## src/rtl/core/rpnc_pkg.sv

```systemverilog
`default_nettype none

package rpnc_pkg;

  localparam int STACK_DEPTH = 64;
  localparam int SP_AW = $clog2(STACK_DEPTH);
  localparam int SP_W = SP_AW + 1;
  localparam int MAX_FRAC_DIGITS = 9;

  localparam logic [7:0] CH_PLUS  = 8'h2B;
  localparam logic [7:0] CH_MINUS = 8'h2D;
  localparam logic [7:0] CH_STAR  = 8'h2A;
  localparam logic [7:0] CH_SLASH = 8'h2F;
  localparam logic [7:0] CH_PCT   = 8'h25;
  localparam logic [7:0] CH_NL    = 8'h0A;
  localparam logic [7:0] CH_DOT   = 8'h2E;
  localparam logic [7:0] CH_SPACE = 8'h20;
  localparam logic [7:0] CH_TAB   = 8'h09;
  localparam logic [7:0] CH_ZERO  = 8'h30;
  localparam logic [7:0] CH_NINE  = 8'h39;

  typedef enum logic [2:0] {
    KIND_VALUE   = 3'd0,
    KIND_FULL    = 3'd1,
    KIND_EMPTY   = 3'd2,
    KIND_ZDIV    = 3'd3,
    KIND_UNKNOWN = 3'd4
  } res_kind_e;

  typedef enum logic [1:0] {
    PEND_NONE  = 2'd0,
    PEND_MINUS = 2'd1,
    PEND_INT   = 2'd2,
    PEND_FRAC  = 2'd3
  } pend_e;

  typedef enum logic [2:0] {
    AOP_ADD = 3'd0,
    AOP_SUB = 3'd1,
    AOP_MUL = 3'd2,
    AOP_DIV = 3'd3,
    AOP_REM = 3'd4
  } arith_e;

  typedef enum logic [1:0] {
    RSRC_ZERO  = 2'd0,
    RSRC_RDATA = 2'd1,
    RSRC_CHAR  = 2'd2
  } res_src_e;

  typedef enum logic [3:0] {
    DP_NONE        = 4'd0,
    DP_MINUS_NUM   = 4'd1,
    DP_DIGIT       = 4'd2,
    DP_POINT       = 4'd3,
    DP_START_DIGIT = 4'd4,
    DP_SET_MINUS   = 4'd5,
    DP_CLEAR       = 4'd6,
    DP_FIN_START   = 4'd7,
    DP_FIN_PUSH    = 4'd8,
    DP_POP         = 4'd9,
    DP_LATCH_B     = 4'd10,
    DP_LATCH_A     = 4'd11,
    DP_ALU         = 4'd12,
    DP_MUL_START   = 4'd13,
    DP_DIV_START   = 4'd14,
    DP_WRITE_RES   = 4'd15
  } dp_op_e;

  typedef struct packed {
    logic      load_in;
    dp_op_e    op;
    arith_e    aop;
    logic      res_push;
    logic      res_idx;
    res_kind_e res_kind;
    res_src_e  res_src;
    logic      out_load;
    logic      out_idx;
    logic      out_last;
  } dp_cmd_t;

  typedef struct packed {
    logic [7:0] char_code;
    logic       eos;
    pend_e      pend;
    logic       sp_zero;
    logic       sp_lt2;
    logic       sp_full;
    logic       b_zero;
    logic       unit_busy;
    logic       out_free;
  } dp_stat_t;

  function automatic logic [29:0] pow10(input logic [3:0] n);
    logic [29:0] r;
    unique case (n)
      4'd0: r = 30'd1;
      4'd1: r = 30'd10;
      4'd2: r = 30'd100;
      4'd3: r = 30'd1000;
      4'd4: r = 30'd10000;
      4'd5: r = 30'd100000;
      4'd6: r = 30'd1000000;
      4'd7: r = 30'd10000000;
      4'd8: r = 30'd100000000;
      default: r = 30'd1000000000;
    endcase
    return r;
  endfunction

endpackage

`default_nettype wire

```

## src/rtl/core/rpnc_ctrl.sv

```systemverilog
`default_nettype none

module rpnc_ctrl
  import rpnc_pkg::*;
(
  input  wire logic     clk_i,
  input  wire logic     rst_ni,
  input  wire logic     in_valid_i,
  output logic          in_ready_o,
  input  wire dp_stat_t stat_i,
  output dp_cmd_t       cmd_o
);

  localparam logic [3:0] S_IDLE     = 4'd0;
  localparam logic [3:0] S_DECODE   = 4'd1;
  localparam logic [3:0] S_NUM      = 4'd2;
  localparam logic [3:0] S_POINT    = 4'd3;
  localparam logic [3:0] S_PLAIN    = 4'd4;
  localparam logic [3:0] S_FIN_DIV  = 4'd5;
  localparam logic [3:0] S_FIN_WAIT = 4'd6;
  localparam logic [3:0] S_OP_CHK   = 4'd7;
  localparam logic [3:0] S_OP_B     = 4'd8;
  localparam logic [3:0] S_OP_A     = 4'd9;
  localparam logic [3:0] S_OP_EXEC  = 4'd10;
  localparam logic [3:0] S_OP_WAIT  = 4'd11;
  localparam logic [3:0] S_PR_RD    = 4'd12;
  localparam logic [3:0] S_PR_EMIT  = 4'd13;
  localparam logic [3:0] S_DRAIN    = 4'd14;

  logic [3:0] state_q, state_d;
  logic [3:0] ret_q, ret_d;
  arith_e     aop_q, aop_d;
  logic       halted_q, halted_d;
  logic [1:0] res_cnt_q, res_cnt_d;
  logic       drain_q, drain_d;

  logic       emit_en;
  res_kind_e  emit_kind;
  res_src_e   emit_src;

  logic [7:0] c;
  logic       is_dig;
  logic       is_dot;
  logic       is_op;
  arith_e     char_aop;
  logic       div_like;

  assign c       = stat_i.char_code;
  assign is_dig  = (c >= CH_ZERO) && (c <= CH_NINE);
  assign is_dot  = c == CH_DOT;
  assign is_op   = (c == CH_PLUS) || (c == CH_STAR) || (c == CH_SLASH) || (c == CH_PCT);
  assign div_like = (aop_q == AOP_DIV) || (aop_q == AOP_REM);

  always_comb begin
    priority if (c == CH_STAR) begin
      char_aop = AOP_MUL;
    end else if (c == CH_SLASH) begin
      char_aop = AOP_DIV;
    end else if (c == CH_PCT) begin
      char_aop = AOP_REM;
    end else begin
      char_aop = AOP_ADD;
    end
  end

  always_comb begin
    state_d   = state_q;
    ret_d     = ret_q;
    aop_d     = aop_q;
    halted_d  = halted_q;
    res_cnt_d = res_cnt_q;
    drain_d   = drain_q;
    emit_en   = 1'b0;
    emit_kind = KIND_VALUE;
    emit_src  = RSRC_ZERO;
    cmd_o     = '0;
    cmd_o.aop = aop_q;

    unique case (state_q)
      S_IDLE: begin
        if (in_valid_i && !halted_q) begin
          cmd_o.load_in = 1'b1;
          res_cnt_d     = '0;
          drain_d       = 1'b0;
          state_d       = S_DECODE;
        end
      end
      S_DECODE: begin
        if (stat_i.eos) begin
          unique case (stat_i.pend)
            PEND_MINUS: begin
              cmd_o.op = DP_CLEAR;
              aop_d    = AOP_SUB;
              ret_d    = S_DRAIN;
              state_d  = S_OP_CHK;
            end
            PEND_INT, PEND_FRAC: begin
              ret_d   = S_DRAIN;
              state_d = S_FIN_DIV;
            end
            default: begin
              state_d = S_DRAIN;
            end
          endcase
        end else if (stat_i.pend == PEND_MINUS) begin
          if (is_dig || is_dot) begin
            cmd_o.op = DP_MINUS_NUM;
            state_d  = S_NUM;
          end else begin
            cmd_o.op = DP_CLEAR;
            aop_d    = AOP_SUB;
            ret_d    = S_NUM;
            state_d  = S_OP_CHK;
          end
        end else begin
          state_d = S_NUM;
        end
      end
      S_NUM: begin
        priority if (halted_q) begin
          state_d = S_DRAIN;
        end else if (stat_i.pend == PEND_NONE) begin
          state_d = S_PLAIN;
        end else if (is_dig) begin
          cmd_o.op = DP_DIGIT;
          state_d  = S_DRAIN;
        end else if (is_dot && stat_i.pend == PEND_INT) begin
          cmd_o.op = DP_POINT;
          state_d  = S_DRAIN;
        end else if (is_dot) begin
          ret_d   = S_POINT;
          state_d = S_FIN_DIV;
        end else begin
          ret_d   = S_PLAIN;
          state_d = S_FIN_DIV;
        end
      end
      S_POINT: begin
        cmd_o.op = DP_POINT;
        state_d  = S_DRAIN;
      end
      S_PLAIN: begin
        priority if (c == CH_SPACE || c == CH_TAB) begin
          state_d = S_DRAIN;
        end else if (is_dig) begin
          cmd_o.op = DP_START_DIGIT;
          state_d  = S_DRAIN;
        end else if (is_dot) begin
          cmd_o.op = DP_POINT;
          state_d  = S_DRAIN;
        end else if (c == CH_MINUS) begin
          cmd_o.op = DP_SET_MINUS;
          state_d  = S_DRAIN;
        end else if (is_op) begin
          aop_d   = char_aop;
          ret_d   = S_DRAIN;
          state_d = S_OP_CHK;
        end else if (c == CH_NL) begin
          state_d = S_PR_RD;
        end else begin
          emit_en   = 1'b1;
          emit_kind = KIND_UNKNOWN;
          emit_src  = RSRC_CHAR;
          state_d   = S_DRAIN;
        end
      end
      S_FIN_DIV: begin
        cmd_o.op = DP_FIN_START;
        state_d  = S_FIN_WAIT;
      end
      S_FIN_WAIT: begin
        if (!stat_i.unit_busy) begin
          cmd_o.op  = DP_FIN_PUSH;
          emit_en   = stat_i.sp_full;
          emit_kind = KIND_FULL;
          state_d   = ret_q;
        end
      end
      S_OP_CHK: begin
        if (div_like ? stat_i.sp_zero : stat_i.sp_lt2) begin
          halted_d  = 1'b1;
          emit_en   = 1'b1;
          emit_kind = KIND_EMPTY;
          state_d   = S_DRAIN;
        end else begin
          cmd_o.op = DP_POP;
          state_d  = S_OP_B;
        end
      end
      S_OP_B: begin
        cmd_o.op = DP_LATCH_B;
        state_d  = S_OP_A;
      end
      S_OP_A: begin
        priority if (div_like && stat_i.b_zero) begin
          emit_en   = 1'b1;
          emit_kind = KIND_ZDIV;
          state_d   = ret_q;
        end else if (div_like && stat_i.sp_zero) begin
          halted_d  = 1'b1;
          emit_en   = 1'b1;
          emit_kind = KIND_EMPTY;
          state_d   = S_DRAIN;
        end else begin
          cmd_o.op = DP_LATCH_A;
          state_d  = S_OP_EXEC;
        end
      end
      S_OP_EXEC: begin
        unique case (aop_q)
          AOP_MUL: begin
            cmd_o.op = DP_MUL_START;
            state_d  = S_OP_WAIT;
          end
          AOP_DIV, AOP_REM: begin
            cmd_o.op = DP_DIV_START;
            state_d  = S_OP_WAIT;
          end
          default: begin
            cmd_o.op = DP_ALU;
            state_d  = ret_q;
          end
        endcase
      end
      S_OP_WAIT: begin
        if (!stat_i.unit_busy) begin
          cmd_o.op = DP_WRITE_RES;
          state_d  = ret_q;
        end
      end
      S_PR_RD: begin
        if (stat_i.sp_zero) begin
          halted_d  = 1'b1;
          emit_en   = 1'b1;
          emit_kind = KIND_EMPTY;
          state_d   = S_DRAIN;
        end else begin
          cmd_o.op = DP_POP;
          state_d  = S_PR_EMIT;
        end
      end
      S_PR_EMIT: begin
        emit_en   = 1'b1;
        emit_kind = KIND_VALUE;
        emit_src  = RSRC_RDATA;
        state_d   = S_DRAIN;
      end
      S_DRAIN: begin
        if (res_cnt_q == 2'd0) begin
          state_d = S_IDLE;
        end else if (stat_i.out_free) begin
          cmd_o.out_load = 1'b1;
          cmd_o.out_idx  = drain_q;
          cmd_o.out_last = ({1'b0, drain_q} + 2'd1) == res_cnt_q;
          if (cmd_o.out_last) begin
            state_d = S_IDLE;
          end else begin
            drain_d = 1'b1;
          end
        end
      end
      default: begin
        state_d = S_IDLE;
      end
    endcase

    if (emit_en && res_cnt_q != 2'd2) begin
      cmd_o.res_push = 1'b1;
      cmd_o.res_idx  = res_cnt_q[0];
      cmd_o.res_kind = emit_kind;
      cmd_o.res_src  = emit_src;
      res_cnt_d      = res_cnt_q + 2'd1;
    end
  end

  always_ff @(posedge clk_i or negedge rst_ni) begin
    if (!rst_ni) begin
      state_q   <= S_IDLE;
      ret_q     <= S_IDLE;
      aop_q     <= AOP_ADD;
      halted_q  <= 1'b0;
      res_cnt_q <= '0;
      drain_q   <= 1'b0;
    end else begin
      state_q   <= state_d;
      ret_q     <= ret_d;
      aop_q     <= aop_d;
      halted_q  <= halted_d;
      res_cnt_q <= res_cnt_d;
      drain_q   <= drain_d;
    end
  end

  assign in_ready_o = state_q == S_IDLE;

endmodule

`default_nettype wire

```

## config.mk

```make
export PLATFORM = sky130hd
export DESIGN_NAME = rpnc_ctrl
export DESIGN_NICKNAME = d
export VERILOG_FILES = /design/src/rtl/core/rpnc_pkg.sv /design/src/rtl/core/rpnc_ctrl.sv
export SDC_FILE = /design/constraint.sdc
export NUM_CORES = 1
export LEC_CHECK = 0
export BUFFER_PORTS_ARGS = -buffer_cell sky130_fd_sc_hd__buf_4
export CAP_MARGIN = 30
export CORE_MARGIN = 10
export CORE_UTILIZATION = 60
export DETAILED_ROUTE_END_ITERATION = 10
export PLACE_DENSITY = 0.86
export RECOVER_POWER = 50
export SLEW_MARGIN = 10
export SYNTH_ARGS = -nofsm -noshare
export SYNTH_HDL_FRONTEND = slang
export SYNTH_SLANG_ARGS = --single-unit
```

## constraint.sdc

```tcl
create_clock -name clk_i -period 3.4 [get_ports clk_i]
set_clock_uncertainty 0.05 [all_clocks]
set_input_delay 0.34 -clock clk_i [delete_from_list [all_inputs] [get_ports clk_i]]
set_output_delay 0.34 -clock clk_i [all_outputs]
set_load 0.005 [all_outputs]
```

==> impl_metrics.yaml, run 1 <==
run_status:
  outcome: "finished clean"
synthesis:
  synthCells: 248
  yosysTopAreaCellShare: 0.1938
  ys_top_cells_by_area: "dfrtp_1 19%, nand2_1 4.8%, nor2_1 4.5%"
  syn_area_sq_um: 1937
  ys.flop_type: "dfrtp_1"
  yosys.cell_types.count: 71
  synth_nets: 270
  synth_top_area_cell: "dfrtp_1"
  ys_ff_latch: 15
  ys_async_sr_fraction: 1.000
  synth_edf_count: 0
  yosysMostFrequentCell: "nand2_1"
  yosys_warnings: 0
  avgSynthCellArea_sq_um: 7.810
  yosysSeqAreaShare: 0.1938
  ys_top_cells_by_count: "25 x nand2_1, 23 x nor2_1, 15 x dfrtp_1, 15 x o21ai_0, 11 x a21oi_1"
setup_path:
  path_max_fanout: 20
  required_ps: 3010
  cp-end-kind: "output pin"
  start_kind: "flip-flop"
  crit_chain: "clkbuf_1 > nand4_1 > o21ai_0 > a31oi_2 > a31oi_4 > and4_1 > buf_4"
  rr_startpoint: "state_q[0]"
  crit_slowest_cell: "clkbuf_1"
  crit_family: "buffers and inverters"
  cp.arrival_ps: 2630
  path_class: "reg -> out"
  crit_path_start: "state_q[3]"
  slowest_delay_ps: 640
  cp_num_buf_inv: 2
sta:
  hold_viol_final: 0
  setup_tns_ps: 0
  rsz0062_at_grt: "no"
  slew_violations: 0
  period_share: 0.8885
  period_needed_ps: 3021
  final-setup-viol-count: 0
  max-slew-margin-rel: 0.4163
  worst_slew_pin_slew_ps: 875.5
  fmax_mhz: 331.0
  fin_hold_ws_ps: 370.2
clock_network:
  cts_inserted_buffers: 3
  htreeDepth: 1
  clk_latency_ps: 310
  clk_pin_slew_worst_paths_ps: 110
  post_cts_buffers: 0
  tritoncts: "yes"
  cts-root-buf: "clkbuf_4"
  clockBufferDepth: 2
  post_cts_resized: 0
  cts_sinks: 15
global_route:
  gr-total-overflow: 0
  grtUsageTotal: 0.1852
  antenna_found_initial: 0
  grt_pass1_wl_microns: 9342
  grt_pass1_vias: 1919
  grt_max_degree: 21
min_path:
  hold_class: "in -> reg"
  holdCritStartpoint: "stat_i[9]"
routing:
  post_drt_wl_per_cell_microns: 17.56
  drtIter0Drc: 348
  first_pass_iters: 5
  vias: 2098
  viasPerCell: 6.475
  ant_nets: 0
  drc: 0
  totalWireLength_microns: 5688
floorplanning:
  rows: 20
  die_y_microns: 76.82
  start_util: 0.6293
  die_area_sq_um: 5901
  die_x_microns: 76.82
  coreArea_sq_um: 3078
  ioPinCount: 39
layout:
  fin_util: 0.7264
  stdcell_count: 324
  drive_gt1_frac: 0.2500
  postLayoutCellArea_sq_um: 2236
  num_antenna_cells: 0
  area_growth_pct: 15.44
  final_nets: 303
place:
  placed_area_sq_um: 2223
  numPortBuffers: 38
  place.gp.congestion: 0.9894
  placed_cells: 319
  dp_hpwl_microns: 4448
flow_run:
  cap_violations: 0
power:
  p_leak_nw: 0.9210
  powerDensity_nw_per_um2: 696.4
  ir_drop_uv: 310.8
==> state kept, by name, summed over array words and instances, names as in the netlist <==
| name | cells |
|---|---|
| aop_q | 3 |
| drain_q | 1 |
| halted_q | 1 |
| res_cnt_q | 2 |
| ret_q | 4 |
| state_q | 4 |
==> per-layer routing <==
layer / vias to the layer above / GRT usage / wire, microns
met5: - / 0 / 0
met4: 0 / 0.08922 / 185
met3: 21 / 0.02797 / 532
met2: 141 / 0.2909 / 2562
met1: 933 / 0.2401 / 2408
li1: 1003 / - / -
==> cell type report <==
class,count,area [sq um]
multi-input cells,211,1441
fillers,260,842.1
flip-flops and latches,15,375.4
repair buffers,41,302.8
well taps,44,55.05
inverters,9,33.78
clock buffers,3,22.52
clock inverters,1,5.005
==> cells in the final DEF, fill, tap and decap left out, drive strengths merged, types with 5 or more instances in the layout <==
cell type and instances:
nor2b 8, nor4 10, mux2 6, nand2 28
a31oi 9, nor2 25, o21ai 17, a21oi 11
nor3 13, dfrtp 15, clkbuf 8, nand2b 8
buf 35, a211oi 7, inv 9, nand3 5
==> report_power, final <==
group	internal, mW	switching [mW]
combinational	0.475	0.575
clock	0.0440	0.0679
sequential	0.247	0.148
==> timing repair <==
| item | in CTS | in global routing |
|---|---|---|
| setup endpoints to repair | 0 | 0 |
| hold buffers | 1 | 0 |
| endpoints found under the hold margin | 15 | 0 |
==> cells by family after synthesis <==
kind of cell	Yosys count	synth area share
AO/OA/AOI/OAI	71	0.2655
multiplexers	7	0.04974
AND/OR/NAND/NOR	129	0.4160
XOR/XNOR	2	0.009046
buffers and inverters	22	0.05297
adder cells (fa/ha/maj)	2	0.01292
flip-flops	15	0.1938
==> worst min-delay path, delay by kind of cell <==
family | cells | cell delay [ps]
AO/OA/AOI/OAI | 1 | 160
buffers and inverters | 1 | 130
AND/OR/NAND/NOR | 1 | 60
==> stage by stage <==
stage	worst slack, ps	power [mW]
after detailed placement	747.3	1.443
after global routing	197.6	1.675
after floorplan	1215	1.146
final	379.1	1.557
after global placement	826.2	1.431
after CTS	458.5	1.558
==> final timing paths <==
path	end	slack, ps	cells past startpoint
worst max register to register	ret_q[2]	550	6
min in group asynchronous	aop_q[2]	600	2
worst min-delay path	aop_q[1]	370	3
worst max-delay path	cmd_o[3]	380	7
worst min register to register	ret_q[0]	510	1
max in group asynchronous	res_cnt_q[1]	2150	2
(Power assumes the default switching activity.)
==> run 2, diff against run 1 <==
--- a/config.mk
+++ b/config.mk
@@ -5,10 +5,11 @@
 export SDC_FILE = /design/constraint.sdc
 export NUM_CORES = 1
 export LEC_CHECK = 0
+export ABC_AREA = 1
 export BUFFER_PORTS_ARGS = -buffer_cell sky130_fd_sc_hd__buf_4
 export CAP_MARGIN = 30
 export CORE_MARGIN = 10
-export CORE_UTILIZATION = 60
+export CORE_UTILIZATION = 59
 export DETAILED_ROUTE_END_ITERATION = 10
 export PLACE_DENSITY = 0.86
 export RECOVER_POWER = 50
==> impl_metrics.yaml, run 2 <==
run_status:
  outcome: "finished clean"
sta:
  worst_slack_ps: 758.6
  period_needed_ps: 2641
  period_share: 0.7769
  setup_tns_ps: 0
  fmax_mhz: 378.6
  rsz0062_at_grt: "no"
  final-setup-viol-count: 0
  hold_viol_final: 0
  slew_violations: 0
  max-slew-margin-rel: 0.4066
  worst_slew_pin_slew_ps: 890.0
global_route:
  gr-total-overflow: 0
  grt_pass1_wl_microns: 8907
  antenna_found_initial: 0
  grtUsageTotal: 0.1965
  grt_max_degree: 16
  grt_pass1_vias: 1933
setup_path:
  r2r-end: "aop_q[0]"
  crit_family: "simple AND/OR/NAND/NOR gates"
  crit_slowest_cell: "dfrtp_1"
  crit_path_end: "cmd_o[5]"
  slowest_delay_ps: 460
  rr_startpoint: "state_q[0]"
  cp-end-kind: "output pin"
  rrSetupSlack_ps: 1120
  cp.arrival_ps: 2250
  cpMostUsedCell: "nor2_1"
  required_ps: 3010
  start_kind: "flip-flop"
  crit_chain: "nor2_1 > inv_1 > nor2_1 > nand3_2 > nor2_1 > nand2_2 > nand3_2 > nand2_4 > a21oi_1 > buf_4"
  cp_num_buf_inv: 2
  rr_worst_depth: 8
  crit_path_start: "state_q[0]"
  worst-path-stages: 10
  path_max_fanout: 8
  path_class: "reg -> out"
floorplanning:
  ioPinCount: 39
  rows: 19
  die_y_microns: 75.05
  die_x_microns: 75.05
  coreArea_sq_um: 2829
  die_area_sq_um: 5633
  start_util: 0.6320
clock_network:
  htreeDepth: 1
  cts-root-buf: "clkbuf_4"
  clk_pin_slew_worst_paths_ps: 110
  cts_sinks: 15
  tritoncts: "yes"
  clk_latency_ps: 300
  cts_inserted_buffers: 3
  clockBufferDepth: 2
  post_cts_buffers: 0
routing:
  drc: 0
  ant_nets: 0
  totalWireLength_microns: 5390
  post_drt_wl_per_cell_microns: 13.61
  first_pass_iters: 5
  vias: 2205
  drtIter0Drc: 250
  viasPerCell: 5.568
synthesis:
  yosys_warnings: 0
  ys.flop_type: "dfrtp_1"
  synth_top_area_cell: "dfrtp_1"
  avgSynthCellArea_sq_um: 5.553
  ys_async_sr_fraction: 1.000
  yosysMostFrequentCell: "nand2_1"
  synth_nets: 344
  ys_ff_latch: 15
  yosys.cell_types.count: 27
  syn_area_sq_um: 1788
  yosysTopAreaCellShare: 0.2099
  synthCells: 322
  ys_top_cells_by_area: "dfrtp_1 21%, nand2_1 20%, nor2_1 12%"
  ys_top_cells_by_count: "97 x nand2_1, 56 x nor2_1, 41 x inv_1"
  yosysSeqAreaShare: 0.2099
  synth_edf_count: 0
layout:
  postLayoutCellArea_sq_um: 2133
  drive_gt1_frac: 0.1836
  area_growth_pct: 19.31
  layout_common_cells: "97 x nand2_1, 59 x nor2_1, 43 x inv_1"
  stdcell_count: 396
  reg_top3: "ret_q: 4 flops, state_q: 4 flops, aop_q: 3 flops"
  num_antenna_cells: 0
  layout_commonest_cell: "nand2_1"
  final_nets: 388
place:
  numPortBuffers: 38
  placed_cells: 391
  dp_hpwl_microns: 4460
  place.gp.congestion: 0.9495
  dpl_worst_slack_ps: 1398
  placed_area_sq_um: 2112
power:
  p_switching_mw: 0.6807
  power.share.switching: 0.5340
  total_power_mw: 1.275
  clockPowerShare: 0.091
  p_seq_frac: 0.230
  powerDensity_nw_per_um2: 597.5
  ir_drop_uv: 577.3
  p_int_mw: 0.5939
  p_comb_frac: 0.679
  p_leak_nw: 1.229
min_path:
  hold_class: "in -> reg"
flow_run:
  cap_violations: 0
==> run 2: layout make-up <==
type | count | area, sq um
inverters | 46 | 172.7
fillers | 251 | 695.7
clock buffers | 3 | 22.52
clock inverters | 1 | 5.005
repair buffers | 39 | 291.5
multi-input cells | 261 | 1227
flip-flops and latches | 15 | 375.4
well taps | 31 | 38.79
==> run 2: cells by family after synthesis <==
| logic type | Yosys count | share of synthesized area |
|---|---|---|
| adders and majority gates | 2 | 0.01399 |
| AOI/OAI and AO/OA | 41 | 0.1316 |
| DFF | 15 | 0.2099 |
| buffers and inverters | 46 | 0.09657 |
| and+or+nand+nor | 218 | 0.5479 |
==> run 2: how the worst min path moves through the flow <==
stage,start,endpoint,slack (ps),cells after the start
after CTS,stat_i[1],state_q[1],330,5
after global routing,stat_i[10],aop_q[1],350,3
final,stat_i[8],ret_q[3],340,5
after detailed placement,rst_ni,aop_q[0],160,1
after floorplan,rst_ni,aop_q[0],-6,0
after global placement,rst_ni,aop_q[0],160,1
==> run 2: worst min-delay path, delay by kind of cell <==
family        cells  cell delay (ps)
buf+inv           1               80
simple gates      4              250
==> run 2: what timing repair did <==
item,CTS,global route
gates resized for setup,0,0
hold buffers,1,0
endpoints found under the hold margin,15,0
==> run 2: stage by stage <==
| stage | utilization | hold slack [ps] |
|---|---|---|
| detailed placement | 0.7466 | 160.7 |
| floorplan | - | -5.591 |
| CTS | 0.7598 | 332.0 |
| global route | 0.7541 | 352.9 |
| global placement | 0.7466 | 159.7 |
| finish | 0.7541 | 337.1 |
==> run 2: layer usage <==
| layer | vias up | wire [microns] | track usage |
|---|---|---|---|
| li1 | 1118 | - | - |
| met4 | 0 | 105 | 0.06513 |
| met2 | 114 | 2352 | 0.3105 |
| met5 | - | 0 | 0 |
| met1 | 959 | 2355 | 0.2624 |
| met3 | 14 | 577 | 0.03548 |
==> run 2: power by group through the flow <==
stage | combinational, mW | clock, mW | sequential [mW]
after floorplan | 0.610 | 0 | 0.283
after global placement | 0.853 | 0 | 0.296
after detailed placement | 0.863 | 0 | 0.296
after CTS | 0.869 | 0.118 | 0.292
after global routing | 0.983 | 0.123 | 0.299
final | 0.866 | 0.116 | 0.293
==> run 3, diff against run 2 <==
--- a/config.mk
+++ b/config.mk
@@ -9,9 +9,9 @@
 export BUFFER_PORTS_ARGS = -buffer_cell sky130_fd_sc_hd__buf_4
 export CAP_MARGIN = 30
 export CORE_MARGIN = 10
-export CORE_UTILIZATION = 59
+export CORE_UTILIZATION = 50
 export DETAILED_ROUTE_END_ITERATION = 10
-export PLACE_DENSITY = 0.86
+export PLACE_DENSITY = 0.77
 export RECOVER_POWER = 50
 export SLEW_MARGIN = 10
 export SYNTH_ARGS = -nofsm -noshare
==> constraint.sdc (replaced) <==
create_clock -name clk_i -period 2.3 [get_ports clk_i]
set_clock_uncertainty 0.05 [all_clocks]
set_input_delay 0.23 -clock clk_i [delete_from_list [all_inputs] [get_ports clk_i]]
set_output_delay 0.23 -clock clk_i [all_outputs]
set_load 0.005 [all_outputs]
==> impl_metrics.yaml, run 3 (synthesized netlist as in run 2, its figures left out) <==
routing:
  ant_nets: 0
  drtIter0Drc: 202
  drc: 0
  viasPerCell: 5.282
  first_pass_iters: 5
  post_drt_wl_per_cell_microns: 13.16
  totalWireLength_microns: 5461
  vias: 2192
sta:
  rsz0062_at_grt: "no"
  worst_slew_pin_slew_ps: 867.6
  setup_tns_ps: 0
  period_share: 0.9414
  fin_hold_ws_ps: 214.7
  period_needed_ps: 2165
  max-slew-margin-rel: 0.4216
  slew_violations: 0
  final-setup-viol-count: 0
  fmax_mhz: 461.9
  hold_viol_final: 0
layout:
  final_nets: 392
  layout_commonest_cell: "nand2_1"
  area_growth_pct: 23.51
  reg_top3: "ret_q: 4 flops, state_q: 4 flops, aop_q: 3 flops"
  fin_util: 0.6515
  layout_common_cells: "95 x nand2_1, 55 x nor2_1, 40 x inv_1"
  drive_gt1_frac: 0.2141
  num_antenna_cells: 0
place:
  numPortBuffers: 38
  place.gp.congestion: 0.9597
  dp_hpwl_microns: 4460
setup_path:
  cp.arrival_ps: 1890
  rrSetupSlack_ps: 580
  required_ps: 2020
  path_class: "reg -> out"
  rr_worst_depth: 11
  cp-end-kind: "output pin"
  r2r-end: "state_q[0]"
  rr_startpoint: "state_q[1]"
  start_kind: "flip-flop"
  path_max_fanout: 8
clock_network:
  clk_latency_ps: 300
  htreeDepth: 1
  cts_sinks: 15
  clockBufferDepth: 2
  clk_pin_slew_worst_paths_ps: 100
  tritoncts: "yes"
  cts_inserted_buffers: 3
  cts-root-buf: "clkbuf_4"
power:
  p_seq_frac: 0.229
  p_comb_frac: 0.688
  clockPowerShare: 0.083
  p_int_mw: 0.9208
  power.share.switching: 0.5283
  p_switching_mw: 1.031
  p_leak_nw: 1.243
  ir_drop_uv: 713.2
  powerDensity_nw_per_um2: 884.0
min_path:
  holdCritStartpoint: "stat_i[10]"
  hold_path_depth: 3
  hold_end: "aop_q[1]"
  hold_class: "in -> reg"
global_route:
  gr-total-overflow: 0
  grt_pass1_wl_microns: 8818
  grt_pass1_vias: 1937
  grt_max_degree: 16
  antenna_found_initial: 0
  grtUsageTotal: 0.1657
floorplanning:
  coreArea_sq_um: 3390
  rows: 21
  die_y_microns: 79.80
  die_area_sq_um: 6368
  start_util: 0.5275
  die_x_microns: 79.80
  ioPinCount: 39
flow_run:
  cap_violations: 0
run_status:
  outcome: "finished clean"
[run 3: changes by cell type in the layout (fill, tap and decap cells not counted), sizes merged]
cell and delta:
buf +4, clkbuf +1, clkinv -1
[run 3: power by group through the flow]
stage | Clock, mW | Combinational (mW) | Sequential [mW]
floorplan | 0 | 0.902 | 0.418
global placement | 0 | 1.28 | 0.433
detailed placement | 0 | 1.29 | 0.434
CTS | 0.165 | 1.30 | 0.430
global route | 0.172 | 1.52 | 0.457
finish | 0.161 | 1.34 | 0.448
[run 3: layout make-up]
| type | count | area [sq um] |
|---|---|---|
| multi-input cells | 261 | 1257 |
| well taps | 46 | 57.56 |
| clock buffers | 4 | 26.28 |
| inverters | 46 | 172.7 |
| flip-flops and latches | 15 | 376.6 |
| repair buffers | 43 | 317.8 |
| fillers | 320 | 1181 |
[run 3: per-stage QoR]
stage	cells	total power [mW]	setup slack [ps]	cell area (sq um)
4_1_cts	412	1.890	110.6	2175
6_report	415	1.952	134.9	2208
5_1_grt	415	2.145	19.03	2208
3_5_place_dp	407	1.721	449.5	2138
3_3_place_gp	407	1.715	482.8	2138
2_1_floorplan	322	1.320	692.2	1788
[run 3: critical path, cell delays in order, from the launching register on]
cell and delay (ps):
dfrtp_1 470, nand2_1 180, nor2_2 190, inv_1 90, o21ai_0 150, nor2_1 80
nand3_2 100, nand2_4 80, a21oi_1 130, buf_4 130
[run 3: how the worst max path moves through the flow]
stage,startpoint,end,slack (ps),depth (start not counted)
2_1_floorplan,state_q[0],cmd_o[5],690,9
5_1_grt,state_q[2],cmd_o[13],20,9
3_3_place_gp,state_q[0],cmd_o[5],480,10
3_5_place_dp,state_q[0],cmd_o[5],450,10
4_1_cts,state_q[2],cmd_o[5],110,10
6_report,state_q[2],cmd_o[5],130,9
[run 3: metal layers]
layer / track usage / wire (microns) / vias to the layer above
met5: 0 / 0 / -
met3: 0.04054 / 477 / 9
met4: 0.03697 / 72 / 0
met2: 0.2540 / 2460 / 88
li1: - / - / 1125
met1: 0.2268 / 2451 / 970
[run 3: repair_timing]
action | in CTS | in global routing
hold endpoints to repair | 15 | 0
gates resized for setup | 0 | 7
endpoints found under the setup margin | 0 | 6
hold buffers | 1 | 0
buffers inserted | 0 | 3
